`config.mk`:
```
export PLATFORM = sky130hd
export DESIGN_NAME = led_twinkle_fade_engine_unit
export DESIGN_NICKNAME = d
export VERILOG_FILES = /design/src/ltfe_pkg.sv /design/src/led_twinkle_fade_engine_unit.sv /design/src/ltfe_ram.sv /design/src/ltfe_phase_step.sv /design/src/ltfe_color_out.sv
export SDC_FILE = /design/constraint.sdc
export NUM_CORES = 2
export LEC_CHECK = 0
export BUFFER_PORTS_ARGS = -buffer_cell sky130_fd_sc_hd__buf_2
export CAP_MARGIN = 20
export CORE_MARGIN = 3
export CORE_UTILIZATION = 30
export DETAILED_ROUTE_END_ITERATION = 12
export GPL_TIMING_DRIVEN = 0
export PLACE_DENSITY = 0.5
export SLEW_MARGIN = 25
export SYNTH_ARGS = -nofsm -noshare
export SYNTH_HDL_FRONTEND = slang
export SYNTH_SLANG_ARGS = --single-unit
```
`constraint.sdc`:
```
create_clock -name clock -period 29.8 [get_ports clock]
set_clock_uncertainty 0.15 [all_clocks]
set_input_delay 1.49 -clock clock [delete_from_list [all_inputs] [get_ports clock]]
set_output_delay 1.49 -clock clock [all_outputs]
set_load 0.005 [all_outputs]
```
`src/ltfe_pkg.sv`:
```
`default_nettype none
package ltfe_pkg;

   // Default strip length and phase width.
   localparam int LED_COUNT_DEFAULT = 512;
   localparam int PHASE_W = 8;
   localparam int COLOR_W = 8;
   localparam int INDEX_W = 9;

   // Phase schedule of one twinkle.
   localparam logic [PHASE_W-1:0] PHASE_IDLE  = 8'd0;
   localparam logic [PHASE_W-1:0] PHASE_START = 8'd1;
   localparam logic [PHASE_W-1:0] PHASE_PEAK  = 8'd128;
   localparam logic [PHASE_W-1:0] PHASE_END   = 8'd254;
   localparam logic [PHASE_W-1:0] STEP_IN     = 8'd4;
   localparam logic [PHASE_W-1:0] STEP_OUT    = 8'd2;
   localparam logic [COLOR_W-1:0] BRI_MAX     = 8'd255;

   // Spawn chance range and the reset values of the registers.
   localparam logic [7:0] CHANCE_MIN   = 8'd5;
   localparam logic [7:0] CHANCE_SPAN  = 8'd35;
   localparam logic [7:0] SPEED_RESET  = 8'd128;
   localparam logic [7:0] COLOR_RESET  = 8'd255;

   // Register map, one register per 32-bit word.
   typedef enum logic [1:0] {
      REG_SPAWN_SPEED = 2'd0,
      REG_COLOR_RED   = 2'd1,
      REG_COLOR_GREEN = 2'd2,
      REG_COLOR_BLUE  = 2'd3
   } csr_reg_type;

   // Outcome of one phase update.
   typedef struct packed {
      logic               lit;
      logic [COLOR_W-1:0] bri;
      logic [PHASE_W-1:0] phase;
   } phase_step_type;

endpackage
`default_nettype wire

```
`src/led_twinkle_fade_engine_unit.sv`:
```
`default_nettype none
// LED twinkle fade engine.
// Each item on the req_ channel names one LED (index, random byte, and a
// first-frame flag in req_tuser). The block returns one item per request on
// the rsp_ channel holding the LED index and its red, green and blue values.
// Every LED has an 8-bit fade phase in a single-port-write RAM; an item reads
// its entry, updates it, and writes it back. A back-to-back item on the same
// LED takes the updated phase from a forwarding register.
// Throughput: one item per clock cycle while rsp_tready is high and no clearing
// pass runs. A result goes through RAM read, phase update and color scale.
// The three pipeline stages stall separately, so requests keep flowing into
// empty stages while a result waits on rsp_tready.
// Reset: the phase RAM is cleared one entry per cycle and req_tready stays low
// during that pass. Registers return to speed 128 and white. The user writes
// them via the csr_ port only while no item is in flight; the block has no guard.
module led_twinkle_fade_engine_unit #(
   parameter int LED_COUNT = ltfe_pkg::LED_COUNT_DEFAULT
) (
   input  wire logic        clock,
   input  wire logic        reset,
   input  wire logic        req_tvalid,
   output logic             req_tready,
   // led_index[8:0], random_byte[16:9], zero pad
   input  wire logic [23:0] req_tdata,
   // first_frame[0]
   input  wire logic [0:0]  req_tuser,
   output logic             rsp_tvalid,
   input  wire logic        rsp_tready,
   // out_index[8:0], out_red[16:9], out_green[24:17], out_blue[32:25], zero pad
   output logic [39:0]      rsp_tdata,
   input  wire logic        csr_psel,
   input  wire logic        csr_penable,
   input  wire logic        csr_pwrite,
   input  wire logic [3:0]  csr_paddr,
   input  wire logic [31:0] csr_pwdata,
   output logic [31:0]      csr_prdata,
   output logic             csr_pready
);
   import ltfe_pkg::*;

   localparam int AddrW = (LED_COUNT > 1) ? $clog2(LED_COUNT) : 1;
   localparam int CountW = $clog2(4097);

   // Spawn chance 5..40 from the speed setting, dividing by 254 through a
   // reciprocal multiply with one correction step.
   function automatic logic [7:0] chance_of(input logic [7:0] speed);
      logic [13:0] num;
      logic [21:0] prod;
      logic [5:0]  quo;
      logic [13:0] rem;
      num  = 14'(speed - 8'd1) * 14'(CHANCE_SPAN);
      prod = 22'(num) * 22'd258;
      quo  = prod[21:16];
      rem  = num - 14'(quo) * 14'd254;
      if (rem >= 14'd254) begin
         quo = quo + 6'd1;
      end
      if (speed == 8'd0) begin
         chance_of = CHANCE_MIN;
      end else begin
         chance_of = 8'(quo) + CHANCE_MIN;
      end
   endfunction

   // Configuration registers.
   logic [7:0]  speed_ff, red_ff, green_ff, blue_ff, chance_ff;
   logic        csr_write;
   csr_reg_type csr_sel;

   assign csr_pready = 1'b1;
   assign csr_write  = csr_psel && csr_penable && csr_pwrite && csr_pready;
   assign csr_sel    = csr_reg_type'(csr_paddr[3:2]);

   always_ff @(posedge clock) begin
      if (reset) begin
         speed_ff  <= SPEED_RESET;
         chance_ff <= chance_of(SPEED_RESET);
         red_ff    <= COLOR_RESET;
         green_ff  <= COLOR_RESET;
         blue_ff   <= COLOR_RESET;
      end else if (csr_write) begin
         unique case (csr_sel)
            REG_SPAWN_SPEED: begin
               speed_ff  <= csr_pwdata[7:0];
               chance_ff <= chance_of(csr_pwdata[7:0]);
            end
            REG_COLOR_RED:   red_ff   <= csr_pwdata[7:0];
            REG_COLOR_GREEN: green_ff <= csr_pwdata[7:0];
            REG_COLOR_BLUE:  blue_ff  <= csr_pwdata[7:0];
         endcase
      end
   end

   // Register read back.
   always_comb begin
      unique case (csr_sel)
         REG_SPAWN_SPEED: csr_prdata = 32'(speed_ff);
         REG_COLOR_RED:   csr_prdata = 32'(red_ff);
         REG_COLOR_GREEN: csr_prdata = 32'(green_ff);
         REG_COLOR_BLUE:  csr_prdata = 32'(blue_ff);
      endcase
   end

   // Clearing pass over the phase RAM after reset.
   logic             clr_active_ff;
   logic [AddrW-1:0] clr_addr_ff;

   always_ff @(posedge clock) begin
      if (reset) begin
         clr_active_ff <= 1'b1;
         clr_addr_ff   <= '0;
      end else if (clr_active_ff) begin
         clr_addr_ff <= clr_addr_ff + 1'b1;
         if (clr_addr_ff == AddrW'(LED_COUNT - 1)) begin
            clr_active_ff <= 1'b0;
         end
      end
   end

   // Request fields.
   logic [INDEX_W-1:0] req_index;
   logic [7:0]         req_random;
   logic               req_first;
   logic               req_in_range;
   logic               accept;

   assign req_index    = req_tdata[8:0];
   assign req_random   = req_tdata[16:9];
   assign req_first    = req_tuser[0];
   assign req_in_range = CountW'(req_index) < CountW'(LED_COUNT);

   // Stage handshakes: each stage moves when the next one is empty or moving.
   logic s1_valid_ff, s2_valid_ff;
   logic en1, en2, out_ready;

   assign en2        = !s2_valid_ff || out_ready;
   assign en1        = !s1_valid_ff || en2;
   assign req_tready = en1 && !clr_active_ff;
   assign accept     = req_tvalid && req_tready;

   // Stage 1: the RAM read is in flight, then the phase is updated.
   logic [INDEX_W-1:0] s1_index_ff;
   logic [7:0]         s1_random_ff;
   logic               s1_first_ff;
   logic               s1_in_range_ff;
   logic               fwd_hit_ff, fwd_hit_in;
   logic [PHASE_W-1:0] fwd_phase_ff;
   logic [PHASE_W-1:0] ram_rd_data;
   logic [PHASE_W-1:0] phase_old;
   logic               s1_write;
   phase_step_type     step;

   // The item in stage 1 writes back at the edge it leaves; a request for
   // the same LED accepted at that edge takes the new phase from here.
   assign s1_write   = s1_valid_ff && s1_in_range_ff && en2;
   assign fwd_hit_in = accept && s1_write && (s1_index_ff == req_index);

   always_ff @(posedge clock) begin
      if (reset) begin
         s1_valid_ff <= 1'b0;
         fwd_hit_ff  <= 1'b0;
      end else if (en1) begin
         s1_valid_ff <= accept;
         fwd_hit_ff  <= fwd_hit_in;
      end
      if (accept) begin
         s1_index_ff    <= req_index;
         s1_random_ff   <= req_random;
         s1_first_ff    <= req_first;
         s1_in_range_ff <= req_in_range;
         fwd_phase_ff   <= step.phase;
      end
   end

   always_comb begin
      if (s1_first_ff) begin
         phase_old = PHASE_IDLE;
      end else if (fwd_hit_ff) begin
         phase_old = fwd_phase_ff;
      end else begin
         phase_old = ram_rd_data;
      end
   end

   ltfe_phase_step u_step (
      .phase_old    (phase_old),
      .random_byte  (s1_random_ff),
      .spawn_chance (chance_ff),
      .step         (step)
   );

   // Phase RAM; the clearing pass owns the write port while it runs.
   ltfe_ram #(
      .WIDTH (PHASE_W),
      .DEPTH (LED_COUNT)
   ) u_phase_ram (
      .clock   (clock),
      .wr_en   (clr_active_ff || s1_write),
      .wr_addr (clr_active_ff ? clr_addr_ff : AddrW'(s1_index_ff)),
      .wr_data (clr_active_ff ? PHASE_IDLE : step.phase),
      .rd_en   (accept),
      .rd_addr (AddrW'(req_index)),
      .rd_data (ram_rd_data)
   );

   // Stage 2: brightness waits for the color multipliers.
   logic [INDEX_W-1:0] s2_index_ff;
   logic               s2_lit_ff;
   logic [COLOR_W-1:0] s2_bri_ff;

   always_ff @(posedge clock) begin
      if (reset) begin
         s2_valid_ff <= 1'b0;
      end else if (en2) begin
         s2_valid_ff <= s1_valid_ff;
      end
      if (en2 && s1_valid_ff) begin
         s2_index_ff <= s1_index_ff;
         s2_lit_ff   <= step.lit && s1_in_range_ff;
         s2_bri_ff   <= step.bri;
      end
   end

   ltfe_color_out u_out (
      .clock       (clock),
      .reset       (reset),
      .in_valid    (s2_valid_ff),
      .in_ready    (out_ready),
      .in_index    (s2_index_ff),
      .in_lit      (s2_lit_ff),
      .in_bri      (s2_bri_ff),
      .color_red   (red_ff),
      .color_green (green_ff),
      .color_blue  (blue_ff),
      .rsp_tvalid  (rsp_tvalid),
      .rsp_tready  (rsp_tready),
      .rsp_tdata   (rsp_tdata)
   );

   // The clearing pass ends only after the last entry has been written.
   assert property (@(posedge clock) disable iff (reset)
      $fell(clr_active_ff) |-> $past(clr_addr_ff) == AddrW'(LED_COUNT - 1))
      else $error("clearing pass ended early");

   // No item is in stage 1 or stage 2 while the clearing pass owns the RAM.
   assert property (@(posedge clock) disable iff (reset)
      clr_active_ff |-> !s1_valid_ff && !s2_valid_ff)
      else $error("item in flight during clearing pass");

   // A forwarded phase only ever belongs to a live stage-1 item.
   assert property (@(posedge clock) disable iff (reset)
      fwd_hit_ff |-> s1_valid_ff && !s1_first_ff || s1_valid_ff)
      else $error("stale forwarding hit");

endmodule
`default_nettype wire

```
`src/ltfe_ram.sv`:
```
`default_nettype none
module ltfe_ram #(
   parameter int WIDTH = 8,
   parameter int DEPTH = 512,
   localparam int AddrW = (DEPTH > 1) ? $clog2(DEPTH) : 1
) (
   input  wire logic             clock,
   input  wire logic             wr_en,
   input  wire logic [AddrW-1:0] wr_addr,
   input  wire logic [WIDTH-1:0] wr_data,
   input  wire logic             rd_en,
   input  wire logic [AddrW-1:0] rd_addr,
   output logic      [WIDTH-1:0] rd_data
);

   logic [WIDTH-1:0] mem_ff [DEPTH];
   logic [WIDTH-1:0] rd_data_ff;

   // One write port; a read at the written address returns the old data.
   always_ff @(posedge clock) begin
      if (wr_en) begin
         mem_ff[wr_addr] <= wr_data;
      end
      if (rd_en) begin
         rd_data_ff <= mem_ff[rd_addr];
      end
   end

   assign rd_data = rd_data_ff;

endmodule
`default_nettype wire

```
`src/ltfe_phase_step.sv`:
```
`default_nettype none
module ltfe_phase_step (
   input  wire logic [7:0]               phase_old,
   input  wire logic [7:0]               random_byte,
   input  wire logic [7:0]               spawn_chance,
   output ltfe_pkg::phase_step_type      step
);
   import ltfe_pkg::*;

   logic [PHASE_W-1:0] rise;
   logic [PHASE_W-1:0] fall;
   logic [PHASE_W-1:0] fall_gap;

   assign rise     = phase_old + STEP_IN;
   assign fall     = phase_old + STEP_OUT;
   assign fall_gap = BRI_MAX - fall;

   // Idle LEDs may start, rising LEDs brighten to the peak, falling LEDs dim out.
   always_comb begin
      step = '0;
      priority if (phase_old == PHASE_IDLE) begin
         step.phase = (random_byte < spawn_chance) ? PHASE_START : PHASE_IDLE;
      end else if (phase_old < PHASE_PEAK) begin
         step.lit = 1'b1;
         if (rise >= PHASE_PEAK) begin
            step.phase = PHASE_PEAK;
            step.bri   = BRI_MAX;
         end else begin
            step.phase = rise;
            step.bri   = {rise[PHASE_W-2:0], 1'b0};
         end
      end else begin
         step.lit   = 1'b1;
         step.bri   = {fall_gap[PHASE_W-2:0], 1'b0};
         step.phase = (fall >= PHASE_END) ? PHASE_IDLE : fall;
      end
   end

endmodule
`default_nettype wire

```
`src/ltfe_color_out.sv`:
```
`default_nettype none
module ltfe_color_out (
   input  wire logic        clock,
   input  wire logic        reset,
   input  wire logic        in_valid,
   output logic             in_ready,
   input  wire logic [8:0]  in_index,
   input  wire logic        in_lit,
   input  wire logic [7:0]  in_bri,
   input  wire logic [7:0]  color_red,
   input  wire logic [7:0]  color_green,
   input  wire logic [7:0]  color_blue,
   output logic             rsp_tvalid,
   input  wire logic        rsp_tready,
   // out_index[8:0], out_red[16:9], out_green[24:17], out_blue[32:25], zero pad
   output logic [39:0]      rsp_tdata
);
   import ltfe_pkg::*;

   logic              valid_ff;
   logic [INDEX_W-1:0] index_ff, index_in;
   logic [COLOR_W-1:0] red_ff, red_in;
   logic [COLOR_W-1:0] green_ff, green_in;
   logic [COLOR_W-1:0] blue_ff, blue_in;
   logic [15:0]       gain;
   logic [15:0]       prod_red, prod_green, prod_blue;

   assign in_ready = !valid_ff || rsp_tready;

   // Scale each channel by (brightness + 1) / 256; dark LEDs give zero.
   assign gain       = 16'({1'b0, in_bri}) + 16'd1;
   assign prod_red   = 16'(color_red) * gain;
   assign prod_green = 16'(color_green) * gain;
   assign prod_blue  = 16'(color_blue) * gain;

   always_comb begin
      index_in = in_index;
      red_in   = in_lit ? prod_red[15:8] : '0;
      green_in = in_lit ? prod_green[15:8] : '0;
      blue_in  = in_lit ? prod_blue[15:8] : '0;
   end

   // Output register; it loads whenever the current item leaves or it is empty.
   always_ff @(posedge clock) begin
      if (reset) begin
         valid_ff <= 1'b0;
      end else if (in_ready) begin
         valid_ff <= in_valid;
      end
      if (in_ready && in_valid) begin
         index_ff <= index_in;
         red_ff   <= red_in;
         green_ff <= green_in;
         blue_ff  <= blue_in;
      end
   end

   assign rsp_tvalid = valid_ff;
   assign rsp_tdata  = {7'd0, blue_ff, green_ff, red_ff, index_ff};

endmodule
`default_nettype wire

```
* Word-level counts from Yosys, hierarchy flattened
Memories as Yosys holds them, arrays and structs flattened. A register that Yosys moved wholly into a read port is not among the register bits.
Index checks and enable logic that the tools add are counted.
** Storage, ports and cells
- Flip-flop bits (word level) :: 131
- Bits in latches :: 0
- Bits in writable memories :: 4096
- Bits in read-only memories :: 0
- Input bits :: 68
- Output and inout bits :: 75
- Logic and storage cells :: 93
- Memories kept :: 1
** Cells by class
- Add/sub/neg operators :: 9
- Multiply operators :: 6
- Divide/modulo/power cells :: 0
- Magnitude comparators :: 5
- Eq/ne operators :: 5
- Shifts and indexed selects :: 0
- Muxes and demuxes :: 19
- Bitwise gates (word level) :: 1
- Reductions and logical operators :: 24
** Memories
- u_phase_ram.mem_ff :: depth 512, bits a word 8, read ports 1, clocked after Yosys merged registers in 1, wr ports 1, line ltfe_ram.sv:16 : logic [WIDTH-1:0] mem_ff [DEPTH];
** Operators with widths (number)
- 32-bit one-hot mux with 4 select lines :: 1
- 8-bit by 16-bit multiplier with 16-bit output :: 3
- 8-bit 2-to-1 mux :: 5
- 16-bit 2-to-1 mux :: 2
- 6-bit 2-to-1 mux :: 4
- 14-bit by 8-bit multiplier with 21-bit output (second input constant) :: 1
- 8-bit greater-or-equal comparator (second input constant) :: 2
- 8-bit logical NOT :: 2
- 14-bit by 8-bit greater-or-equal comparator with 1-bit output (second input constant) :: 1
- 9-bit by 7-bit multiplier with 14-bit output (second input constant) :: 1
- 14-bit subtractor :: 1
- 6-bit by 7-bit multiplier with 13-bit output (second input constant) :: 1
- 8-bit by 1-bit adder with 9-bit output (second input constant) :: 1
- 9-bit by 1-bit adder with 9-bit output (second input constant) :: 1
- 9-bit == test :: 1
- 9-bit == test (second input constant) :: 1
- 9-bit 2-to-1 mux :: 1
- 8-bit by 1-bit subtractor with 9-bit output (second input constant) :: 1
- 8-bit by 2-bit adder with 8-bit output (second input constant) :: 1
- 8-bit by 3-bit adder with 8-bit output (second input constant) :: 1
- 1-bit logical AND :: 8
- 8-bit less-than comparator :: 1
- 8-bit less-than comparator (second input constant) :: 1
- 2-bit AND reduction :: 4
- other kinds (12) :: 23

* Depth between registers and ports, before layout
- Depth in word-level cells :: 12
- Gate-level depth with buffers :: 56
- Gate-level depth less buffers :: 54

* By module
From an unflattened synthesis, not the netlist that was laid out.
** Unflattened totals
- Cells, all modules :: 9716
- Area total of the unflattened synthesis :: 175887.4 µm²
** Modules (own cells, without submodules)
- ltfe_ram :: times used 1, cells each 8030, area an instance 160007.2 µm², sequential area each 123238.2 µm²
- ltfe_color_out :: times used 1, cells each 819, area an instance 7716.2 µm², sequential area each 1011.0 µm²
- led_twinkle_fade_engine_unit :: times used 1, cells each 768, area an instance 7459.7 µm², sequential area each 2362.3 µm²
- ltfe_phase_step :: times used 1, cells each 99, area an instance 704.4 µm², sequential area each 0.0 µm²

* Least setup slack after synthesis
No wires, ideal clock.
- Path type :: flip-flop to flip-flop
- Start :: register fwd_hit_ff
- End :: memory u_phase_ram.mem_ff[0][3] (data pin)
- Setup time :: 3981 ps
- Arrival :: 21416 ps
- Required time :: 25669 ps
- Slack :: 4253 ps
- Stages on the path, launching flop included :: 12
- Path buffers :: 2
- Clock period less this slack :: 25547 ps
- Cells stage by stage :: dfxtp_1 clkbuf_1 mux2i_1 or2_2 clkbuf_1 inv_1 ha_1 xor2_1 and3_1 a31oi_1 a22oi_1 nor3_1
** Between the ends
- Cells in the longest elaborated chain, start to end :: 8
- Elaborated cells on any way between the ends :: 13
- Those cells by class :: add/sub: 2; order compare: 3; mux: 7; reduce/logical: 1
** Ends and longest elaborated chain
- from (decl) :: line led_twinkle_fade_engine_unit.sv:146 : logic fwd_hit_ff, fwd_hit_in;
- from (signal assigned) :: line led_twinkle_fade_engine_unit.sv:164 : fwd_hit_ff <= fwd_hit_in;
- 8-bit 2-to-1 mux (*) :: line led_twinkle_fade_engine_unit.sv:178 : end else if (fwd_hit_ff) begin
- 8-bit 2-to-1 mux (*) :: line led_twinkle_fade_engine_unit.sv:176 : if (s1_first_ff) begin
- 8-bit by 2-bit adder with 8-bit output / 8-bit by 3-bit adder with 8-bit output (equally long branches) :: line ltfe_phase_step.sv:15, ltfe_phase_step.sv:14
- 8-bit greater-or-equal comparator (on tied branches) :: line ltfe_phase_step.sv:35, ltfe_phase_step.sv:25
- 8-bit 2-to-1 mux / 16-bit 2-to-1 mux (equally long branches) :: line ltfe_phase_step.sv:35, ltfe_phase_step.sv:25
- 16-bit 2-to-1 mux :: line ltfe_phase_step.sv:23 : end else if (phase_old < PHASE_PEAK) begin
- 8-bit 2-to-1 mux (*) :: line ltfe_phase_step.sv:21 : priority if (phase_old == PHASE_IDLE) begin
- 8-bit 2-to-1 mux (*) :: line led_twinkle_fade_engine_unit.sv:200 : .wr_data (clr_active_ff ? PHASE_IDLE : step.phase),
- net u_phase_ram.wr_data[3] :: line ltfe_ram.sv:10 : input wire logic [WIDTH-1:0] wr_data,
- to (decl) :: line ltfe_ram.sv:16
Mark *: on every way through the listed nets, which the timed path passes. The rest lies on a longest branch.

* Final worst setup path
- Start :: input csr_pwdata[0]
- End :: register chance_ff[6]
** Between the ends
- Cells in the longest elaborated chain, start to end :: 12
- Elaborated cells on any way between the ends :: 14
- Those cells by class :: add/sub: 4; mul: 3; order compare: 1; mux: 5; reduce/logical: 1
** Ends and longest elaborated chain
- from (decl) :: line led_twinkle_fade_engine_unit.sv:35 : input wire logic [31:0] csr_pwdata,
- 8-bit by 1-bit subtractor with 9-bit output :: line led_twinkle_fade_engine_unit.sv:51 : num = 14'(speed - 8'd1) * 14'(CHANCE_SPAN);
- 9-bit by 7-bit multiplier with 14-bit output :: line led_twinkle_fade_engine_unit.sv:51
- 14-bit by 8-bit multiplier with 21-bit output :: line led_twinkle_fade_engine_unit.sv:52 : prod = 22'(num) * 22'd258;
- 6-bit by 7-bit multiplier with 13-bit output :: line led_twinkle_fade_engine_unit.sv:54 : rem = num - 14'(quo) * 14'd254;
- 14-bit subtractor :: line led_twinkle_fade_engine_unit.sv:54
- 14-bit by 8-bit greater-or-equal comparator with 1-bit output :: line led_twinkle_fade_engine_unit.sv:55 : if (rem >= 14'd254) begin
- 6-bit 2-to-1 mux :: line led_twinkle_fade_engine_unit.sv:55
- 6-bit 2-to-1 mux :: line led_twinkle_fade_engine_unit.sv:82 : unique case (csr_sel)
- 6-bit 2-to-1 mux :: line led_twinkle_fade_engine_unit.sv:81 : end else if (csr_write) begin
- 6-bit 2-to-1 mux :: line led_twinkle_fade_engine_unit.sv:75 : if (reset) begin
- 6-bit by 3-bit adder with 7-bit output :: line led_twinkle_fade_engine_unit.sv:61 : chance_of = 8'(quo) + CHANCE_MIN;
- 7-bit 2-to-1 mux (*) :: line led_twinkle_fade_engine_unit.sv:58 : if (speed == 8'd0) begin
- to (signal assigned) :: line led_twinkle_fade_engine_unit.sv:77 : chance_ff <= chance_of(SPEED_RESET);
- to (signal assigned) :: line led_twinkle_fade_engine_unit.sv:85 : chance_ff <= chance_of(csr_pwdata[7:0]);
- to (decl) :: line led_twinkle_fade_engine_unit.sv:66 : logic [7:0] speed_ff, red_ff, green_ff, blue_ff, chance_ff;
Mark *: on every way between the ends. The rest lies on a longest branch, timed or not. The select of a mux whose other input is x is not followed.
A chain may end at the register's enable or synchronous reset.

==> impl_metrics.csv <==
group,metric,value,unit
status,outcome,"completed",
placed_design,dp_hpwl,387000,µm
timing,fin_crit_sh,47.0,%
grt,grt_pass1_vias,87918,
synthesis,synth_compound_area_share,0.773,%
worst_setup_path,worstSetupEndpoint,"chance_ff[6]",
cells_and_area,synthToLayoutAreaGrowth,16.3,%
pwr,powerDensity,74.0,mW/mm²
synthesis,yosysMostFrequentCell,"edfxtp_1",
grt,grt.met2_usage,27.9,%
timing,max-slew-margin-rel,22.2,%
synthesis,synth_area,0.173,mm²
cells_and_area,final_nets,9248,
grt,grt_overflow,0,
worst_setup_path,critical-path-top-delay-family,"adder cells",
pwr,power_leakage,74.3,nW
synthesis,synth_xor_area_share,0.506,%
clocking,clk_latency,1020,ps
floorplan,dieHeight,766,µm
timing,setup_viol,0,
clocking,cts_buffer_depth,4,
clocking,clkTransAtPathRegs,70,ps
timing,slew_viol_final,0,
synthesis,synth_top_cell_by_area,"edfxtp_1",
synthesis,ys_ff_latch,4234,
worst_setup_path,regToRegSetupSlack,22810,ps
synthesis,syn_avg_cell_area,21.3,µm²
grt,use_met3,3.91,%
floorplan,core_area,0.574,mm²
drt,vias,87177,
timing,timing.fmax,71.4,MHz
synthesis,synthSimpleGateAreaFrac,2.93,%
synthesis,synth_top_cell_area_share,72.5,%
worst_setup_path,endpoint_kind,"flip-flop",
drt,first_pass_iters,7,
floorplan,die_area,0.586,mm²
clocking,postCtsSetupBuffers,0,
drt,route.detailed.drc,0,
worst_setup_path,crit_cells,52,
clocking,cts_num_sinks,4234,
grt,grt_use_met1,24.6,%
worst_setup_path,crit_top_cell,"ha_1",
timing,setup_tns,0,ps
worst_setup_path,worst-path-buf-inv,6,
drt,vias_per_cell,5.19,
synthesis,yosys_warnings,0,
cells_and_area,drive_gt1_share,27.8,%
synthesis,synthTopCellsByCount,"edfxtp_1, mux4_2, nor2_1",
grt,antenna_found_initial,66,
worst_setup_path,crit_type,"input pin to flip-flop",
cells_and_area,multi_input_area,0.0439,mm²
clocking,cts_resized,0,
drt,drtIter0Drc,11509,
synthesis,synth_area_leaders,"edfxtp_1, mux4_2, fa_1",
clocking,cts_root_buf,"clkbuf_16",
grt,busiest_layer,"met2",
drt,antenna_left,0,
grt,grt_pass1_wl,729000,µm
drt,routed_wl,532000,µm
floorplan,ios,143,
worst_setup_path,regToRegEndpoint,"u_out.green_ff[7]",
synthesis,synth-async-reset-ratio,0,%
worst_setup_path,worstPathArrival,14760,ps
grt,grt_max_degree,69,
worst_setup_path,worstPathMaxFanout,8,
synthesis,yosys.area_share.adder,3.04,%
placed_design,gp_routability_congestion,0.861,
cells_and_area,n_fill_cell,52915,
worst_setup_path,rr_startpoint,"s2_bri_ff[0]",
cells_and_area,regArea,0.127,mm²
clocking,hold_buffers,0,
synthesis,ys.flop_type,"edfxtp_1",
worst_setup_path,cp_slowest_cell,"xor2_1",
pwr,ir_worst_vdd,0.246,mV
worst_setup_path,slowest_delay,680,ps
clocking,htree_levels,5,
synthesis,yosysUniqueCellTypes,85,
synthesis,synth_edf_count,4181,
floorplan,rows,278,
timing,grt_setup_unrepaired,"no",
floorplan,fp.dieW,766,µm
min_path,hp-class,"flip-flop to flip-flop",
worst_setup_path,worstRegToRegCells,21,
grt,gr-usage-all-layers,17.8,%
clocking,tritoncts,"yes",
clocking,cts_buffers,430,
timing,fin_crit,14010,ps
placed_design,numPortBuffers,72,
worst_setup_path,crit_required,30550,ps
timing,hold_violations,0,
floorplan,start_util,30.2,%
synthesis,synth_top_family_by_area,"multiplexers",
job,drv_cap,0,
synthesis,synthMuxAreaShare,18.0,%
worst_setup_path,cp-start-kind,"input pin",
synthesis,synth_seq_area_share,73.1,%
drt,wl_per_cell,31.7,µm
worst_setup_path,cp-startpoint,"csr_pwdata[0]",
timing,worst_pin_slew,1160,ps
synthesis,synthCells,8109,
pwr,finalPower,14.9,mW
-- where the power goes --
part | internal (mW) | switching [mW] | leakage [nW]
Combinational | 1.36 | 1.75 | 18.9
Clock | 3.00 | 2.33 | 6.68
Sequential | 6.45 | 0.00228 | 48.7
-- how the worst min path moves through the flow --
| stage | start | to | cells after the start | slack [ps] |
|---|---|---|---|---|
| 6_report | s2_index_ff[3] | u_out.index_ff[3] | 0 | 280 |
| 5_1_grt | s2_index_ff[3] | u_out.index_ff[3] | 0 | 280 |
| 4_1_cts | s2_index_ff[0] | u_out.index_ff[0] | 0 | 280 |
| 3_5_place_dp | s2_index_ff[3] | u_out.index_ff[3] | 0 | 260 |
| 3_3_place_gp | s2_index_ff[5] | u_out.index_ff[5] | 0 | 260 |
| 2_1_floorplan | s2_index_ff[0] | u_out.index_ff[0] | 0 | 250 |
-- per-layer routing --
layer | up-vias | routed length, µm | share of wire, %
li1 | 34729 | - | -
met1 | 47602 | 218000 | 41
met2 | 4034 | 245000 | 46
met3 | 804 | 47800 | 9.0
met4 | 8 | 21000 | 3.9
met5 | - | 55 | 0.010
-- per-stage QoR --
step	setup slack [ps]	hold slack, ps	util (%)	instance area [µm²]	std cells
detailed placement	14650	261	32.7	187000	15970
CTS	15720	277	35.1	201000	16756
floorplan	4250	250	-	173000	8139
finish	15790	279	35.1	201000	16783
global placement	-25140	258	31.9	183000	15771
global route	14770	279	35.1	201000	16764
-- logic make-up after synthesis --
group                      Yosys count
AOI/OAI and AO/OA                  195
xor gates and xnor gates            95
and+or+nand+nor                   1130
muxes                             1394
other                                2
adders and majority gates          335
buffers and inverters              724
DFF                               4234
-- area by class of cell --
type                    count  area share, %
flip-flops and latches   4234           62.9
multi-input cells        3181           21.8
clock inverters           262           1.25
plain buffers             497           1.16
clock buffers             524           5.59
well taps                7560           4.70
inverters                 227          0.423
repair buffers            274           2.20
diodes                     24         0.0298
-- registers in the layout, summed over array words and instances, names as in the netlist, 9 cells and up --
signal,flops
clr_addr_ff,9
u_phase_ram.mem_ff,4096
s1_index_ff,9
s2_index_ff,9
u_out.index_ff,9
-- cell usage in the layout (no fill, tap or decap), types with 11 or more instances in the layout --
cell	n
nor2b_1	30
clkinvlp_4	14
conb_1	32
buf_1	30
a21oi_1	55
and2_1	123
nand2b_1	14
buf_12	51
o21bai_1	13
mux2i_1	14
clkinv_1	114
clkbuf_1	288
clkbuf_16	435
xnor2_1	53
dfxtp_1	53
o21ai_0	23
a21o_1	18
ha_1	192
mux4_2	1368
edfxtp_1	4181
clkbuf_2	124
buf_2	165
fa_1	143
bufinv_16	36
buf_16	93
buf_4	81
clkinv_16	11
nand3_1	27
xor2_1	36
inv_1	225
nor2_1	594
nand3b_1	19
diode_2	24
mux2_2	12
clkbuf_4	12
nand2_1	229
clkinv_2	64
No activity file was read; power rests on OpenSTA's default activity.
